==> config.mk <==
export PLATFORM = sky130hd
export DESIGN_NAME = circle_span_clear_generator_core_flat
export DESIGN_NICKNAME = d
export VERILOG_FILES = /design/src/rtl/csg_pkg.sv /design/src/rtl/csg_if.sv /design/src/rtl/circle_span_clear_generator_core.sv /design/src/flat_wrapper.sv
export SDC_FILE = /design/constraint.sdc
export NUM_CORES = 1
export LEC_CHECK = 0
export BUFFER_PORTS_ARGS = -buffer_cell sky130_fd_sc_hd__buf_2
export CELL_PAD_IN_SITES_DETAIL_PLACEMENT = 0
export CELL_PAD_IN_SITES_GLOBAL_PLACEMENT = 2
export CORE_ASPECT_RATIO = 1.1
export CORE_UTILIZATION = 38
export CTS_CLUSTER_SIZE = 28
export DETAILED_ROUTE_END_ITERATION = 12
export GPL_ROUTABILITY_DRIVEN = 0
export PLACE_DENSITY = 0.7
export SLEW_MARGIN = 20
export SYNTH_ARGS = -nofsm -noshare
export SYNTH_HDL_FRONTEND = slang
export SYNTH_SLANG_ARGS = --single-unit
==> constraint.sdc <==
create_clock -name i_clk -period 9.87 [get_ports i_clk]
set_input_delay 1.4805 -clock i_clk [delete_from_list [all_inputs] [get_ports i_clk]]
set_output_delay 1.4805 -clock i_clk [all_outputs]
set_load 0.01 [all_outputs]
==> src/rtl/csg_pkg.sv <==
// ============================================================================
// csg_pkg
// Shared widths, pipeline types and the square-root step for the circle
// span clear generator.
// ============================================================================
package csg_pkg;

    // Field widths
    localparam int CoordW = 10;  // signed center coordinates
    localparam int RadW   = 8;   // unsigned radius
    localparam int RowW   = 6;   // tile row / column index
    localparam int LenW   = 7;   // span length, 0 .. 64
    localparam int SqW    = 16;  // radius squared and root operand
    localparam int ExtW   = 11;  // signed width for row and span arithmetic

    // Root iterations, two per pipeline stage
    localparam int RootSteps    = SqW / 2;
    localparam int StepsPerStg  = 2;
    localparam int RootStages   = RootSteps / StepsPerStg;

    // Item carried through the root pipeline
    typedef struct packed {
        logic [RowW-1:0]          row;
        logic signed [CoordW-1:0] cx;
        logic                     last;
        logic                     miss;
        logic [SqW-1:0]           v;    // remainder
        logic [SqW-1:0]           res;  // partial root
    } t_root;

    // One restoring square-root step; step k uses bit weight 4^(7-k)
    function automatic t_root sqrt_step(input t_root a, input int k);
        t_root          b;
        logic [SqW-1:0] bw;
        logic [SqW:0]   trial;
        b     = a;
        bw    = SqW'(1) << (SqW - 2 - 2 * k);
        trial = {1'b0, a.res} + {1'b0, bw};
        if ({1'b0, a.v} >= trial) begin
            b.v   = a.v - trial[SqW-1:0];
            b.res = (a.res >> 1) + bw;
        end else begin
            b.res = a.res >> 1;
        end
        return b;
    endfunction

endpackage

==> src/rtl/csg_if.sv <==
// ============================================================================
// csg_if
// Valid/ready channels for circle transactions in and span transactions out.
// ============================================================================
interface csg_in_if
    import csg_pkg::*;
();
    logic                     valid;
    logic                     ready;
    logic signed [CoordW-1:0] center_x;
    logic signed [CoordW-1:0] center_y;
    logic [RadW-1:0]          radius;

    modport source (output valid, center_x, center_y, radius, input ready);
    modport sink   (input valid, center_x, center_y, radius, output ready);
endinterface

interface csg_out_if
    import csg_pkg::*;
();
    logic            valid;
    logic            ready;
    logic [RowW-1:0] row;
    logic [RowW-1:0] span_start;
    logic [LenW-1:0] span_length;
    logic            span_valid;
    logic            last;

    modport source (output valid, row, span_start, span_length, span_valid, last,
                    input ready);
    modport sink   (input valid, row, span_start, span_length, span_valid, last,
                    output ready);
endinterface

==> src/rtl/circle_span_clear_generator_core.sv <==
// ============================================================================
// circle_span_clear_generator_core
// Emits one clipped clear span per tile row covered by a circle, and one empty span for a circle that misses the tile.
// ============================================================================
// Works on one circle at a time. After a circle transaction is taken, the row
// sequencer issues one row per cycle while not stalled into a seven-register
// pipeline (row setup, squares, four two-step integer square-root stages, then
// span clip into the output register); a circle covering N tile rows issues N
// row items, and a circle that misses the tile issues one. The next circle is
// taken the cycle after the last row of the current one issues; a circle covers
// up to 64 rows. Downstream back-pressure stalls the whole pipeline.
module circle_span_clear_generator_core
    import csg_pkg::*;
#(
    parameter int TILE_WIDTH  = 64,
    parameter int TILE_HEIGHT = 64
) (
    input  logic i_clk,
    input  logic i_rst_n,
    csg_in_if.sink    i_in,
    csg_out_if.source o_out
);

    localparam logic signed [ExtW-1:0] WMax = ExtW'(TILE_WIDTH - 1);
    localparam logic signed [ExtW-1:0] WLim = ExtW'(TILE_WIDTH);
    localparam logic signed [ExtW-1:0] HMax = ExtW'(TILE_HEIGHT - 1);

    // Pipeline advance: the output register can take a new item
    logic w_adv;
    assign w_adv = !o_out.valid || o_out.ready;

    // ------------------------------------------------------------------
    // Row sequencer
    // ------------------------------------------------------------------
    logic                     r_busy;
    logic signed [CoordW-1:0] r_cx;
    logic signed [CoordW-1:0] r_cy;
    logic [RadW-1:0]          r_rad;
    logic [RowW-1:0]          r_row;
    logic [RowW-1:0]          r_final;
    logic                     r_miss;

    logic                     w_in_acc;
    logic signed [ExtW-1:0]   w_first;
    logic signed [ExtW-1:0]   w_final;
    logic                     w_miss;

    assign i_in.ready = !r_busy;
    assign w_in_acc   = i_in.valid && !r_busy;

    // Row range of the incoming circle
    always_comb begin
        w_first = ExtW'(i_in.center_y) - ExtW'(signed'({1'b0, i_in.radius}));
        w_final = ExtW'(i_in.center_y) + ExtW'(signed'({1'b0, i_in.radius}));
        if (w_first < 0) begin
            w_first = '0;
        end
        if (w_final > HMax) begin
            w_final = HMax;
        end
        w_miss = w_first > w_final;
    end

    // Current row setup
    logic                   n_last;
    logic signed [ExtW-1:0] n_d;
    logic [RadW-1:0]        n_ad;

    always_comb begin
        n_last = r_miss || (r_row == r_final);
        n_d    = ExtW'(r_cy) - ExtW'(signed'({1'b0, r_row}));
        n_ad   = n_d[ExtW-1] ? RadW'(-n_d) : RadW'(n_d);
    end

    always_ff @(posedge i_clk) begin
        if (!i_rst_n) begin
            r_busy <= 1'b0;
        end else if (w_in_acc) begin
            r_busy <= 1'b1;
        end else if (r_busy && w_adv && n_last) begin
            r_busy <= 1'b0;
        end
    end

    always_ff @(posedge i_clk) begin
        if (w_in_acc) begin
            r_cx    <= i_in.center_x;
            r_cy    <= i_in.center_y;
            r_rad   <= i_in.radius;
            r_miss  <= w_miss;
            r_row   <= w_miss ? '0 : RowW'(w_first);
            r_final <= w_miss ? '0 : RowW'(w_final);
        end else if (r_busy && w_adv && !n_last) begin
            r_row <= r_row + 1'b1;
        end
    end

    // ------------------------------------------------------------------
    // Stage 1: row item with |d|
    // ------------------------------------------------------------------
    logic                     r_s1_vld;
    logic [RowW-1:0]          r_s1_row;
    logic signed [CoordW-1:0] r_s1_cx;
    logic                     r_s1_last;
    logic                     r_s1_miss;
    logic [RadW-1:0]          r_s1_ad;
    logic [RadW-1:0]          r_s1_rad;

    always_ff @(posedge i_clk) begin
        if (!i_rst_n) begin
            r_s1_vld <= 1'b0;
        end else if (w_adv) begin
            r_s1_vld <= r_busy;
        end
    end

    always_ff @(posedge i_clk) begin
        if (w_adv) begin
            r_s1_row  <= r_row;
            r_s1_cx   <= r_cx;
            r_s1_last <= n_last;
            r_s1_miss <= r_miss;
            r_s1_ad   <= n_ad;
            r_s1_rad  <= r_rad;
        end
    end

    // ------------------------------------------------------------------
    // Stage 2: r^2 - d^2, then the square-root stages
    // ------------------------------------------------------------------
    t_root               r_pipe [RootStages+1];
    logic [RootStages:0] r_pvld;
    t_root               n_entry;
    t_root               n_step [RootStages];

    always_comb begin
        n_entry      = '0;
        n_entry.row  = r_s1_row;
        n_entry.cx   = r_s1_cx;
        n_entry.last = r_s1_last;
        n_entry.miss = r_s1_miss;
        n_entry.v    = SqW'(r_s1_rad) * SqW'(r_s1_rad) - SqW'(r_s1_ad) * SqW'(r_s1_ad);
    end

    // Two root steps per stage
    always_comb begin
        for (int s = 0; s < RootStages; s++) begin
            n_step[s] = r_pipe[s];
            for (int j = 0; j < StepsPerStg; j++) begin
                n_step[s] = sqrt_step(n_step[s], s * StepsPerStg + j);
            end
        end
    end

    always_ff @(posedge i_clk) begin
        if (!i_rst_n) begin
            r_pvld <= '0;
        end else if (w_adv) begin
            r_pvld <= {r_pvld[RootStages-1:0], r_s1_vld};
        end
    end

    always_ff @(posedge i_clk) begin
        if (w_adv) begin
            r_pipe[0] <= n_entry;
            for (int s = 0; s < RootStages; s++) begin
                r_pipe[s+1] <= n_step[s];
            end
        end
    end

    // ------------------------------------------------------------------
    // Span clip and output register
    // ------------------------------------------------------------------
    t_root                  w_fin;
    logic signed [ExtW-1:0] n_h;
    logic signed [ExtW-1:0] n_s;
    logic signed [ExtW-1:0] n_e;
    logic signed [ExtW-1:0] n_len;
    logic                   n_hit;

    assign w_fin = r_pipe[RootStages];

    always_comb begin
        n_h   = ExtW'(signed'({1'b0, w_fin.res[RadW-1:0]}));
        n_s   = ExtW'(w_fin.cx) - n_h;
        n_e   = ExtW'(w_fin.cx) + n_h;
        n_hit = !w_fin.miss && (n_s < WLim) && (n_e >= 0);
        if (n_s < 0) begin
            n_s = '0;
        end
        if (n_e > WMax) begin
            n_e = WMax;
        end
        n_len = n_e - n_s + ExtW'(1);
    end

    logic            r_out_vld;
    logic [RowW-1:0] r_out_row;
    logic [RowW-1:0] r_out_start;
    logic [LenW-1:0] r_out_len;
    logic            r_out_hit;
    logic            r_out_last;

    always_ff @(posedge i_clk) begin
        if (!i_rst_n) begin
            r_out_vld <= 1'b0;
        end else if (w_adv) begin
            r_out_vld <= r_pvld[RootStages];
        end
    end

    always_ff @(posedge i_clk) begin
        if (w_adv) begin
            r_out_row   <= w_fin.miss ? '0 : w_fin.row;
            r_out_start <= n_hit ? RowW'(n_s) : '0;
            r_out_len   <= n_hit ? LenW'(n_len) : '0;
            r_out_hit   <= n_hit;
            r_out_last  <= w_fin.last;
        end
    end

    assign o_out.valid       = r_out_vld;
    assign o_out.row         = r_out_row;
    assign o_out.span_start  = r_out_start;
    assign o_out.span_length = r_out_len;
    assign o_out.span_valid  = r_out_hit;
    assign o_out.last        = r_out_last;

endmodule

==> src/flat_wrapper.sv <==
// flat-port wrapper written by rule: the top's interface ports become plain ports
module circle_span_clear_generator_core_flat import csg_pkg::*;
#(
    parameter int TILE_WIDTH  = 64,
    parameter int TILE_HEIGHT = 64
)
  (i_clk, i_rst_n, i_in_valid, i_in_center_x, i_in_center_y, i_in_radius, i_in_ready, o_out_valid, o_out_row, o_out_span_start, o_out_span_length, o_out_span_valid, o_out_last, o_out_ready);
  csg_in_if i_in_i ();
  csg_out_if o_out_i ();
  input  logic i_clk;
  input  logic i_rst_n;
  input wire logic [$bits(i_in_i.valid)-1:0] i_in_valid;
  input wire logic [$bits(i_in_i.center_x)-1:0] i_in_center_x;
  input wire logic [$bits(i_in_i.center_y)-1:0] i_in_center_y;
  input wire logic [$bits(i_in_i.radius)-1:0] i_in_radius;
  output wire logic [$bits(i_in_i.ready)-1:0] i_in_ready;
  output wire logic [$bits(o_out_i.valid)-1:0] o_out_valid;
  output wire logic [$bits(o_out_i.row)-1:0] o_out_row;
  output wire logic [$bits(o_out_i.span_start)-1:0] o_out_span_start;
  output wire logic [$bits(o_out_i.span_length)-1:0] o_out_span_length;
  output wire logic [$bits(o_out_i.span_valid)-1:0] o_out_span_valid;
  output wire logic [$bits(o_out_i.last)-1:0] o_out_last;
  input wire logic [$bits(o_out_i.ready)-1:0] o_out_ready;
  assign i_in_i.valid = i_in_valid;
  assign i_in_i.center_x = i_in_center_x;
  assign i_in_i.center_y = i_in_center_y;
  assign i_in_i.radius = i_in_radius;
  assign i_in_ready = i_in_i.ready;
  assign o_out_valid = o_out_i.valid;
  assign o_out_row = o_out_i.row;
  assign o_out_span_start = o_out_i.span_start;
  assign o_out_span_length = o_out_i.span_length;
  assign o_out_span_valid = o_out_i.span_valid;
  assign o_out_last = o_out_i.last;
  assign o_out_i.ready = o_out_ready;
  circle_span_clear_generator_core #(.TILE_WIDTH(TILE_WIDTH), .TILE_HEIGHT(TILE_HEIGHT)) u_core (.i_clk(i_clk), .i_rst_n(i_rst_n), .i_in(i_in_i), .o_out(o_out_i));
endmodule
---- Yosys cells after proc, flatten, opt, wreduce, memory -nomap -nowiden ----
Memory sizes are Yosys's and may differ from the RTL's.
Index checks and enable logic that the tools add are counted.
cells by class
  reduce and logical (&&, ||, !) cells .... 14
  order comparisons ....................... 15
  muxes and demuxes ....................... 28
  eq/ne operators ......................... 1
  $add $sub $neg .......................... 34
  $mul .................................... 2
operators with widths
  kind                                                            number
  two-way mux 16 bit                                              16
  subtractor 16 bit                                               9
  greater-or-equal comparator 16 x 17 -> 1 bit                    8
  multiplier 8 x 8 -> 16 bit                                      2
  adder 10 x 9 -> 11 bit                                          2
  greater-than comparator 11 x 7 -> 1 bit, second input constant  2
  < comparator 11 x 1 -> 1 bit, second input constant             2
  two-way mux 11 bit                                              2
  subtractor 10 x 9 -> 11 bit                                     2
  two-way mux 6 bit                                               3
  adder 16 x 1 -> 17 bit, second input constant                   1
  adder 16 x 11 -> 17 bit, second input constant                  1
  adder 16 x 13 -> 17 bit, second input constant                  1
  adder 16 x 15 -> 17 bit, second input constant                  1
  adder 16 x 3 -> 17 bit, second input constant                   1
  adder 16 x 5 -> 17 bit, second input constant                   1
  adder 16 x 7 -> 17 bit, second input constant                   1
  adder 16 x 9 -> 17 bit, second input constant                   1
  adder 15 x 1 -> 16 bit, second input constant                   1
  adder 15 x 11 -> 16 bit, second input constant                  1
  adder 15 x 13 -> 16 bit, second input constant                  1
  adder 15 x 15 -> 16 bit, second input constant                  1
  adder 15 x 3 -> 16 bit, second input constant                   1
  adder 15 x 5 -> 16 bit, second input constant                   1
  18 further kinds                                                32
word-level totals
  output and inout port bits .............. 23
  register bits after elaboration ......... 104
  word-level logic and storage cells ...... 116
  memories kept ........................... 1
  RAM bits ................................ 250
memories
  name           depth  bits a word  rd ports  clocked after Yosys merged registers in  wr ports  line                                     RTL
  u_core.r_pipe  5      50           5         0                                        5         circle_span_clear_generator_core.sv:131  t_root r_pipe [RootStages+1];

---- Depth between registers and ports, before layout ----
Gate-level depths: netlist of run 1.
An unclocked memory read counts as a cell.
  depth in word-level cells ............... 7
  mapped depth ............................ 23
  depth with buffers taken out ............ 21

---- Worst setup path before layout of run 1 ----
No wires, ideal clock.
  path kind ............................... input -> register
  start ................................... in o_out_ready
  end ..................................... reg u_core.r_out_last, in the netlist u_core.o_out.last, enable pin
  arrival time ............................ 6.100 ns
  stages .................................. 3
  buffers on the path ..................... 1
  path slack .............................. 1.771 ns
  required time ........................... 7.871 ns
  cell sequence ........................... nor2b_1 -> clkbuf_1 -> clkinv_1
on the way
  longest elaborated chain between the ends .. 1
ends and longest elaborated chain
  item                  line                                     RTL
  from (decl)           flat_wrapper.sv:23                       input wire logic [$bits(o_out_i.ready)-1:0] o_out_ready;
  logical OR 1 bit      circle_span_clear_generator_core.sv:30   assign w_adv = !o_out.valid || o_out.ready;
  to (signal assigned)  circle_span_clear_generator_core.sv:219  r_out_last <= w_fin.last;
  to (decl)             circle_span_clear_generator_core.sv:203  logic r_out_last;
No other way between the ends.
A chain may end at the register's enable or synchronous reset.

==> metrics.md, run 1 <==
| Metric | Value |
|---|---|
| HP Start | u_core.r_pipe[0][139] |
| First-pass GRT wire length | around 53,000 um |
| CP max stage delay | 0.54 ns |
| Critical path endpoint category | register |
| Hold WC Path Type | reg -> reg |
| Max Cap Viol | 0 |
| GRT Max-Usage Layer | met2 |
| Router iterations before antenna repair | 4 |
| DP Wirelength | between 20,000 and 30,000 um |
| Final setup TNS | 0 ns |
| Final Cycle Share | 59.31% |
| Critical-path top delay cell | fa_1 |
| Status | completed |
| Primary FF master, synth | edfxtp_1 |
| CP Buf/Inv Count | 6 |
| Post-synthesis cell type count | 80 |
| Slew headroom | 31.58% |
| Initial core utilization | 38.64% |
| Share of layout cells above drive strength 1 | 9.160% |
| Routed Antenna Nets | 0 |
| Critical path required time | 10.18 ns |
| DR iter-0 viols | 330 |
| Final setup viols | 0 |
| Fin nets | 1,823 |
| WL/cell | roughly 15 um |
| DR DRC count | 0 |
| GRT met1 Usage | 18.55% |
| Worst setup SP type | register |
| Area Overhead vs Synth | 11.56% |
| Synth Instances | 1,485 |
| Post-synth EDFFs | 270 |
| CTS tree | yes |
| Die Y | 225.6 um |
| CTS Root Cell | clkbuf_16 |
| R2R setup slack | 4.02 ns |
| Hold EP | u_core.r_pipe[0][189] |
| Met2 GRT Util | 25.86% |
| Delay-heaviest family, CP | adder cells |
| Asr flop ratio synth | 0% |
| CTS resizes | 0 |
| WHS Path Cells | 0 |
| Cells along the critical path | nand2_1 -> inv_1 -> fa_1 -> inv_1 -> fa_1 -> inv_1 -> fa_1 -> inv_1 -> fa_1 -> fa_1 -> inv_1 -> fa_1 -> ha_1 -> inv_1 -> o21ai_0 -> and2_1 -> nor3_1 -> o31ai_1 -> o41a_1 -> xor2_1 |
| Register area share after synthesis | a little under half |
| Num ports | 55 |
| Largest net degree at the start of global routing | 86 |
| Clock sink count | roughly 280 |
| CP arrival | 6.17 ns |
| Die Width | 205.3 um |
| Achievable Freq | 0.1708 GHz |
| Worst Max-Slew Pin Slew | 1.026 ns |
| Core area | between 40,000 and 50,000 um^2 |
| Met3 global-route usage | 1.760% |
| # port buffers | 54 |
| Post-CTS Setup Inserts | 0 |
| Final Max Slew Viols | 0 |
| Worst Path Class, Setup | reg -> reg |
| RSZ-0062 raised after global routing | no |
| Min cycle time layout | 5.853 ns |
| Vias in the first global route | between 10,000 and 15,000 |
| Row count | 81 |
| Flop and latch count out of synthesis | 278 |
| Synth warn | 0 |
| Crit-path max FO | 10 |
| Clock buffer depth | 3 |
| Total CTS buffers | 30 |
| CTS Hold Buffers Added | 0 |
| Fin. Hold Viols | 0 |
| Synth Net Count | 1,758 |
| RR Endpoint | u_core.r_pipe[0][30] |
| Ant. Diodes | 0 |
| H-tree levels | 1 |
| CTS clk-pin slew, worst paths | 0.06 ns |
| Vias per cell | 4.844 |
| Grt ovf | 0 |
| Initial antenna violation count | 1 |
| Die area | 46,310 um^2 |
| FF-to-FF Start | u_core.r_s1_rad[6] |
| R2r worst-path depth | 20 |
| Cell area after synthesis | approximately 17,000 um^2 |
| Syn avg cell area | 11.63 um^2 |
| Worst Clk Skew | 0.02524 ns |
| Worst-Skew Late Latency | 0.58 ns |
| Via count | 10,430 |
| Total Routing Usage GR | about 14% |
| Post-Route WL | 32,700 um |
layout make-up:
class	instances	area, um^2
Fill cell	4187	25430
Sequential cell	278	8268
Multi-Input combinational cell	955	8051
Inverter	224	848.3
Clock buffer	32	758.2
Tap cell	581	726.9
Timing Repair Buffer	61	322.8
Clock inverter	22	291.5
logic make-up (layout without fill, tap and decap cells):
kind of cell / after synthesis / after routing / share of synthesized area [%]
AND/OR/NAND/NOR: 365 / 365 / 10.39
XOR/XNOR: 89 / 89 / 4.600
multiplexers: 13 / 13 / 0.7897
adder cells (fa/ha/maj): 241 / 241 / 21.15
flip-flops: 278 / 278 / 47.87
buffers and inverters: 252 / 339 / 5.550
AO/OA/AOI/OAI: 247 / 247 / 9.643
synth_stat cells (6+ instances only):
| library cell | instances | area share, % |
|---|---|---|
| a21boi_0 | 11 | 0.48 |
| edfxtp_1 | 270 | 47 |
| mux2i_1 | 8 | 0.46 |
| xor2_1 | 31 | 1.6 |
| nor2b_1 | 30 | 1.1 |
| fa_1 | 85 | 9.9 |
| a21o_1 | 21 | 0.91 |
| ha_1 | 156 | 11 |
| nor4_1 | 11 | 0.40 |
| nand3_1 | 19 | 0.55 |
| and2_1 | 18 | 0.65 |
| a31oi_1 | 9 | 0.33 |
| nand4_1 | 9 | 0.33 |
| o21a_1 | 14 | 0.61 |
| o211ai_1 | 7 | 0.30 |
| a31o_2 | 6 | 0.30 |
| nand2b_1 | 12 | 0.43 |
| dfxtp_1 | 8 | 0.93 |
| a211oi_1 | 8 | 0.35 |
| inv_1 | 222 | 4.8 |
| xnor2_1 | 56 | 2.8 |
| o41ai_1 | 6 | 0.30 |
| o21ai_0 | 56 | 1.6 |
| clkbuf_1 | 21 | 0.46 |
| or3_1 | 9 | 0.33 |
| nand2_1 | 118 | 2.6 |
| nor3_1 | 25 | 0.72 |
| nor2_1 | 77 | 1.7 |
| a21oi_1 | 57 | 1.7 |
| o31ai_1 | 10 | 0.43 |
| and3_1 | 8 | 0.29 |
registers in the layout, summed over array words and instances, names as in the netlist, 7 cells and up:
signal,flops
u_core.r_rad,8
u_core.o_out.span_length,7
u_core.r_pipe,174
u_core.r_cx,10
u_core.r_s1_rad,8
u_core.r_cy,10
u_core.r_s1_cx,10
u_core.r_s1_ad,8
stage by stage:
step	hold slack, ns	setup WS, ns	cells	util [%]	area [um^2]
global placement	0.4002	4.114	2099	40.76	18220
finish	0.4135	4.017	2153	43.11	19270
detailed placement	0.4045	4.031	2099	40.76	18220
global route	0.4189	3.702	2153	43.11	19270
CTS	0.4164	3.968	2153	43.11	19270
floorplan	0.4003	1.771	1485	-	17270
cells in the final DEF (no fill, tap or decap), types with 21 or more instances in the layout:
cell,instances
a21o_1,21
a21oi_1,57
buf_2,54
clkbuf_16,30
edfxtp_1,270
fa_1,85
ha_1,156
inv_1,221
nand2_1,118
nor2_1,77
nor2b_1,30
nor3_1,25
o21ai_0,56
xnor2_1,56
xor2_1,31
how the worst max path moves through the flow:
stage                     slack [ns]                   end  cells after the start                from
after global placement          4.11  u_core.r_pipe[0][30]                     20  u_core.r_s1_rad[6]
after floorplan                 1.77     u_core.o_out.last                      3         o_out_ready
after global routing            3.70  u_core.r_pipe[0][31]                     17  u_core.r_s1_rad[0]
after detailed placement        4.03  u_core.r_pipe[0][31]                     19  u_core.r_s1_rad[6]
after CTS                       3.97  u_core.r_pipe[0][31]                     19  u_core.r_s1_rad[6]
final                           4.02  u_core.r_pipe[0][30]                     20  u_core.r_s1_rad[6]
routing by layer:
layer | share of wire (%) | vias up | routed length, um
met2 | 51 | 114 | 16600
met1 | 45 | 4993 | 14690
met3 | 2.6 | 34 | 842
li1 | - | 5286 | -
met4 | 1.7 | 2 | 556
met5 | 0.037 | - | 12
Power of run 1 is left out: the tool's default activity adds up to more than one toggle a clock period on the data nets, which glitch-free logic cannot reach.
==> inputs of run 2 (changes only) <==
==> constraint.sdc (replaced) <==
create_clock -name i_clk -period 5.41 [get_ports i_clk]
set_input_delay 0.8115 -clock i_clk [delete_from_list [all_inputs] [get_ports i_clk]]
set_output_delay 0.8115 -clock i_clk [all_outputs]
set_load 0.01 [all_outputs]
==> run 2 against run 1 <==
Compared with the run above:
- first-iteration DRC count up 25%
- global-route usage grew 0.36 points
- final cell count rose by 2.8%
- worst hold slack worse by 0.0049 ns
- flip-flop and latch count is the same
- sequential share of layout area shrank 1.2 points
- register-to-register slack worse by 3.9 ns
- critical path depth is 1 lower
- clock-buffer cell count grew 7
==> metrics.md, run 2 (synthesis gave the netlist of run 1 again) <==
| Metric | Value |
|---|---|
| Multi-input combinational cell area | around 8200 um^2 |
| Pre-CTS setup slack | -0.08850 ns |
| Worst Max-Slew Pin Slew | 0.9037 ns |
| Area Overhead vs Synth | 14.73% |
| Critical path required time | 5.73 ns |
| Row count | 81 |
| Fin nets | 1,881 |
| Min cycle time layout | 5.280 ns |
| Final Max Slew Viols | 0 |
| Router iterations before antenna repair | 4 |
| Die area | 46,310 um^2 |
| Worst-Skew Late Latency | 0.58 ns |
| Slew headroom | 39.11% |
| Worst setup margin | roughly 0.13 ns |
| DR iter-0 viols | 414 |
| Initial antenna violation count | 1 |
| # port buffers | 54 |
| Vias in the first global route | 10,900 |
| Max reg flops | 174 |
| Via count | around 11,000 |
| Clock buffer depth | 3 |
| Max Cap Viol | 0 |
| Vias per cell | 4.800 |
| Total Routing Usage GR | 14.86% |
| Hold WC Path Type | in -> reg |
| Die Width | ~210 um |
| Delay-heaviest family, CP | adder cells |
| CTS Hold Buffers Added | 0 |
| Worst setup SP type | register |
| Status | completed |
| Leading cell types in the layout, fill and taps excluded | 270 x edfxtp_1, 215 x inv_1, 151 x ha_1 |
| FF+latch area | 8268 um^2 |
| Worst Path Class, Setup | reg -> reg |
| Final Instance Area | 19,810 um^2 |
| WL/cell | 15.12 um |
| Critical path endpoint category | register |
| Critical-path top delay cell | fa_1 |
| Ant. Diodes | 0 |
| Top cell by count, worst path | fa_1 |
| Achievable Freq | 0.1894 GHz |
| Crit-path max FO | 4 |
| Most flop-heavy register | u_core.r_pipe |
| DR DRC count | 0 |
| Num ports | 55 |
| Cells along the critical path | buf_4 -> nand2_1 -> fa_1 -> inv_1 -> fa_1 -> inv_1 -> fa_1 -> fa_1 -> fa_1 -> fa_1 -> inv_1 -> ha_4 -> a21oi_1 -> o21ai_1 -> buf_4 -> a211oi_4 -> o31ai_1 -> a21oi_1 -> xnor2_1 |
| First-pass GRT wire length | around 55,000 um |
| FILL cells | 4,171 |
| Total CTS buffers | 30 |
| RSZ-0062 raised after global routing | yes |
| Final Cycle Share | 97.60% |
| Post-placement cell area | between 15,000 and 20,000 um^2 |
| Hold slack | about 0.41 ns |
| Final setup viols | 0 |
| Worst Clk Skew | a little over 0.009 ns |
| Clock sink count | roughly 280 |
| Fin. Hold Viols | 0 |
| CP max stage delay | between 0.5 and 0.6 ns |
| DP Wirelength | 26,190 um |
| Initial core utilization | 38.64% |
| CTS clk-pin slew, worst paths | approximately 0.06 ns |
| Grt ovf | 0 |
| H-tree levels | 1 |
| CP Buf/Inv Count | 5 |
| CTS tree | yes |
| Routed Antenna Nets | 0 |
| Post-Route WL | 33,470 um |
| CP arrival | 5.60 ns |
| Core area | 44,690 um^2 |
| Die Y | 225.6 um |
| Largest net degree at the start of global routing | 124 |
| Commonest non-fill, non-tap cell in the layout | edfxtp_1 |
| Share of layout cells above drive strength 1 | 13.97% |
| CTS Root Cell | clkbuf_16 |
==> run 2: changes by cell type in the layout (fill, tap and decap cells not counted), sizes merged <==
| cell | delta |
|---|---|
| clkbuf | +7 |
| buf | +58 |
| bufinv | -2 |
| inv | -2 |
| clkinvlp | -3 |
| clkinv | +2 |
==> run 2: metrics by stage <==
step	util [%]	instances	TNS [ns]
finish	44.33	2213	0
global route	44.33	2213	-0.1573
CTS	44.17	2212	0
detailed placement	41.59	2145	-0.1559
global placement	41.57	2145	-0.002987
floorplan	-	1485	0
==> run 2: path summary, 6_finish.rpt <==
check                       startpoint                    end  slack (ns)  cells past startpoint
hold / removal        i_in_center_x[7]         u_core.r_cx[7]        0.41                      1
setup / recovery    u_core.r_s1_rad[5]   u_core.r_pipe[0][31]        0.13                     19
hold reg to reg   u_core.r_pipe[0][90]  u_core.r_pipe[0][140]        0.41                      0
setup reg to reg    u_core.r_s1_rad[5]   u_core.r_pipe[0][31]        0.13                     19
==> run 2: final cells by class <==
type | instances | share of cell area [%]
sequential | 278 | 41.73
clock inverter | 17 | 0.9914
clock buffer | 39 | 4.161
inverter | 224 | 4.281
multi-input combinational | 955 | 41.32
tap | 581 | 3.669
timing repair buffer | 119 | 3.846
==> run 2: what timing repair did <==
action	4_1_cts	5_1_grt
setup buffers	11	1
pin swaps	17	17
resized for setup	16	16
endpoints found under the setup margin	3	3
hold endpoints to repair	0	0
==> run 2: per-layer routing <==
layer  up-vias  share of wire (%)  track usage [%]
met5         -              0.039                0
met1      5087                 45            18.39
li1       5401                  -                -
met4         2                1.8            3.847
met2        94                 51            26.99
met3        39                2.6            1.991
Power of run 2 is left out for the same reason.
==> inputs of run 3 (changes only) <==
--- a/config.mk
+++ b/config.mk
@@ -10,6 +10,7 @@
 export CELL_PAD_IN_SITES_GLOBAL_PLACEMENT = 2
 export CORE_ASPECT_RATIO = 1.1
 export CORE_UTILIZATION = 38
+export CTS_BUF_LIST = sky130_fd_sc_hd__clkbuf_4
 export CTS_CLUSTER_SIZE = 28
 export DETAILED_ROUTE_END_ITERATION = 12
 export GPL_ROUTABILITY_DRIVEN = 0
==> run 3 against run 2 <==
Compared with the run above:
- core utilization up 0.31 points
- register-to-register slack about the same
- final cell count up 3.8%
- die area unchanged
- first-iteration DRC count up 14%
- critical path type unchanged
- global-route usage up 0.51 points
- design area up 0.69%
- routed wire length up 2.0%
- worst hold slack worse by 0.18 ns
- largest cell class is now multi-input combinational cells
==> metrics.md, run 3 (synthesis gave the netlist of run 1 again) <==
| Metric | Value |
|---|---|
| Worst setup margin | 0.1198 ns |
| DR DRC count | 0 |
| Delay-heaviest family, CP | adder cells |
| Worst Clk Skew | 0.05402 ns |
| Final std cells w/o fill | 2,298 |
| CTS tree | yes |
| Final Cycle Share | 97.79% |
| Routed Antenna Nets | 0 |
| Max Cap Viol | 0 |
| Post-Route WL | 34,150 um |
| CTS clk-pin slew, worst paths | 0.06 ns |
| Leading cell types in the layout, fill and taps excluded | 270 x edfxtp_1, 208 x inv_1, 150 x ha_1 |
| Core area | between 40,000 and 50,000 um^2 |
| Status | completed |
| DP Wirelength | 26,190 um |
| Vias per cell | roughly 4.8 |
| Router iterations before antenna repair | 4 |
| Top cell by count, worst path | fa_2 |
| Largest net degree at the start of global routing | 124 |
| Final setup viols | 0 |
| Initial core utilization | 38.64% |
| Num ports | between 50 and 60 |
| CP arrival | roughly 5.8 ns |
| DR iter-0 viols | 471 |
| Fin nets | 1,934 |
| Worst Path Class, Setup | reg -> reg |
| Worst setup SP type | register |
| Max reg flops | roughly 170 |
| FILL cells | between 4,000 and 5,000 |
| Total CTS buffers | 76 |
| Worst-Skew Late Latency | 0.76 ns |
| Most flop-heavy register | u_core.r_pipe |
| Slew headroom | 38.52% |
| Fin. Hold Viols | 0 |
| Via count | about 11,000 |
| Pre-CTS setup slack | -0.08850 ns |
| FF+latch area | 8268 um^2 |
| Row count | 81 |
| CP Buf/Inv Count | 6 |
| Achievable Freq | ~0.19 GHz |
| Dpl cells | ~2,100 |
| Min cycle time layout | 5.290 ns |
| Final Max Slew Viols | 0 |
| CTS Root Cell | clkbuf_4 |
| Die Width | 205.3 um |
| H-tree levels | 3 |
| Cells along the critical path | buf_4 -> buf_4 -> nand2_4 -> inv_1 -> fa_1 -> fa_2 -> inv_2 -> fa_1 -> fa_2 -> inv_2 -> fa_2 -> fa_2 -> ha_4 -> buf_4 -> nor2_4 -> o31ai_2 -> o41a_1 -> xor2_1 |
| Crit-path max FO | 5 |
| Die area | 46,310 um^2 |
| CP max stage delay | 0.58 ns |
| Critical-path top delay cell | fa_2 |
| Worst Max-Slew Pin Slew | ~0.91 ns |
| Clock buffer depth | 3 |
| Clock sink count | 278 |
| RSZ-0062 raised after global routing | yes |
| WL/cell | 14.86 um |
| Die Y | 225.6 um |
| # port buffers | between 50 and 60 |
| Total Routing Usage GR | 15.37% |
| First-pass GRT wire length | 55,610 um |
| Critical path required time | 5.87 ns |
| Grt ovf | 0 |
| Hold WC Path Type | in -> reg |
| Initial antenna violation count | 2 |
| Critical path endpoint category | register |
| Multi-input combinational cell area | 8287 um^2 |
| Vias in the first global route | 11,390 |
| Share of layout cells above drive strength 1 | 19.24% |
| Area Overhead vs Synth | 15.52% |
| Commonest non-fill, non-tap cell in the layout | edfxtp_1 |
run 3: path summary, 6_finish.rpt:
path                            to  slack, ns  depth (start not counted)                   from
max           u_core.r_pipe[0][30]       0.12                         18     u_core.r_s1_rad[2]
min                 u_core.r_cx[2]       0.23                          1       i_in_center_x[2]
max reg2reg   u_core.r_pipe[0][30]       0.12                         18     u_core.r_s1_rad[2]
min reg2reg  u_core.r_pipe[0][187]       0.39                          0  u_core.r_pipe[0][137]
run 3: repair_timing:
| action | in CTS | in global routing |
|---|---|---|
| endpoints found under the setup margin | 2 | 2 |
| setup buffers | 13 | 8 |
| hold buffers | 0 | 0 |
| cloned | 0 | 0 |
| gates resized for setup | 14 | 54 |
| hold endpoints to repair | 0 | 0 |
| pin swaps | 23 | 39 |
run 3: area by class of cell:
class	count	share of cell area, %
inverter	224	4.265
antenna	2	0.02509
timing repair buffer	126	4.158
clock inverter	22	0.7902
clock buffer	110	4.139
sequential	278	41.44
multi-input combinational	955	41.54
tap	581	3.644
run 3: worst register-to-register path, delay by kind of cell, from the launching register on:
| family | cells | cell delay, ns |
|---|---|---|
| AO/OA/AOI/OAI | 2 | 0.41 |
| XOR/XNOR | 1 | 0.15 |
| adder cells (fa/ha/maj) | 7 | 3.34 |
| buffers and inverters | 6 | 0.61 |
| flip-flops | 1 | 0.39 |
| AND/OR/NAND/NOR | 2 | 0.16 |
run 3: routing by layer:
metal / routed length (um) / track usage [%] / up-vias
met5: 13 / 0 / -
met4: 659 / 5.878 / 2
met3: 1033 / 3.189 / 46
met2: 17370 / 27.08 / 131
met1: 15070 / 18.26 / 5223
li1: - / - / 5567
run 3: stage by stage:
step                hold slack [ns]  setup TNS (ns)  instance area, um^2  util, %
CTS                          0.1051               0                19710    44.10
finish                       0.2317               0                19950    44.64
global route                 0.1464        -0.01593                19950    44.64
detailed placement           0.4045         -0.1559                18590    41.59
floorplan                    0.4003               0                17300        -
global placement             0.4005       -0.002987                18580    41.57
Power of run 3 is left out for the same reason.
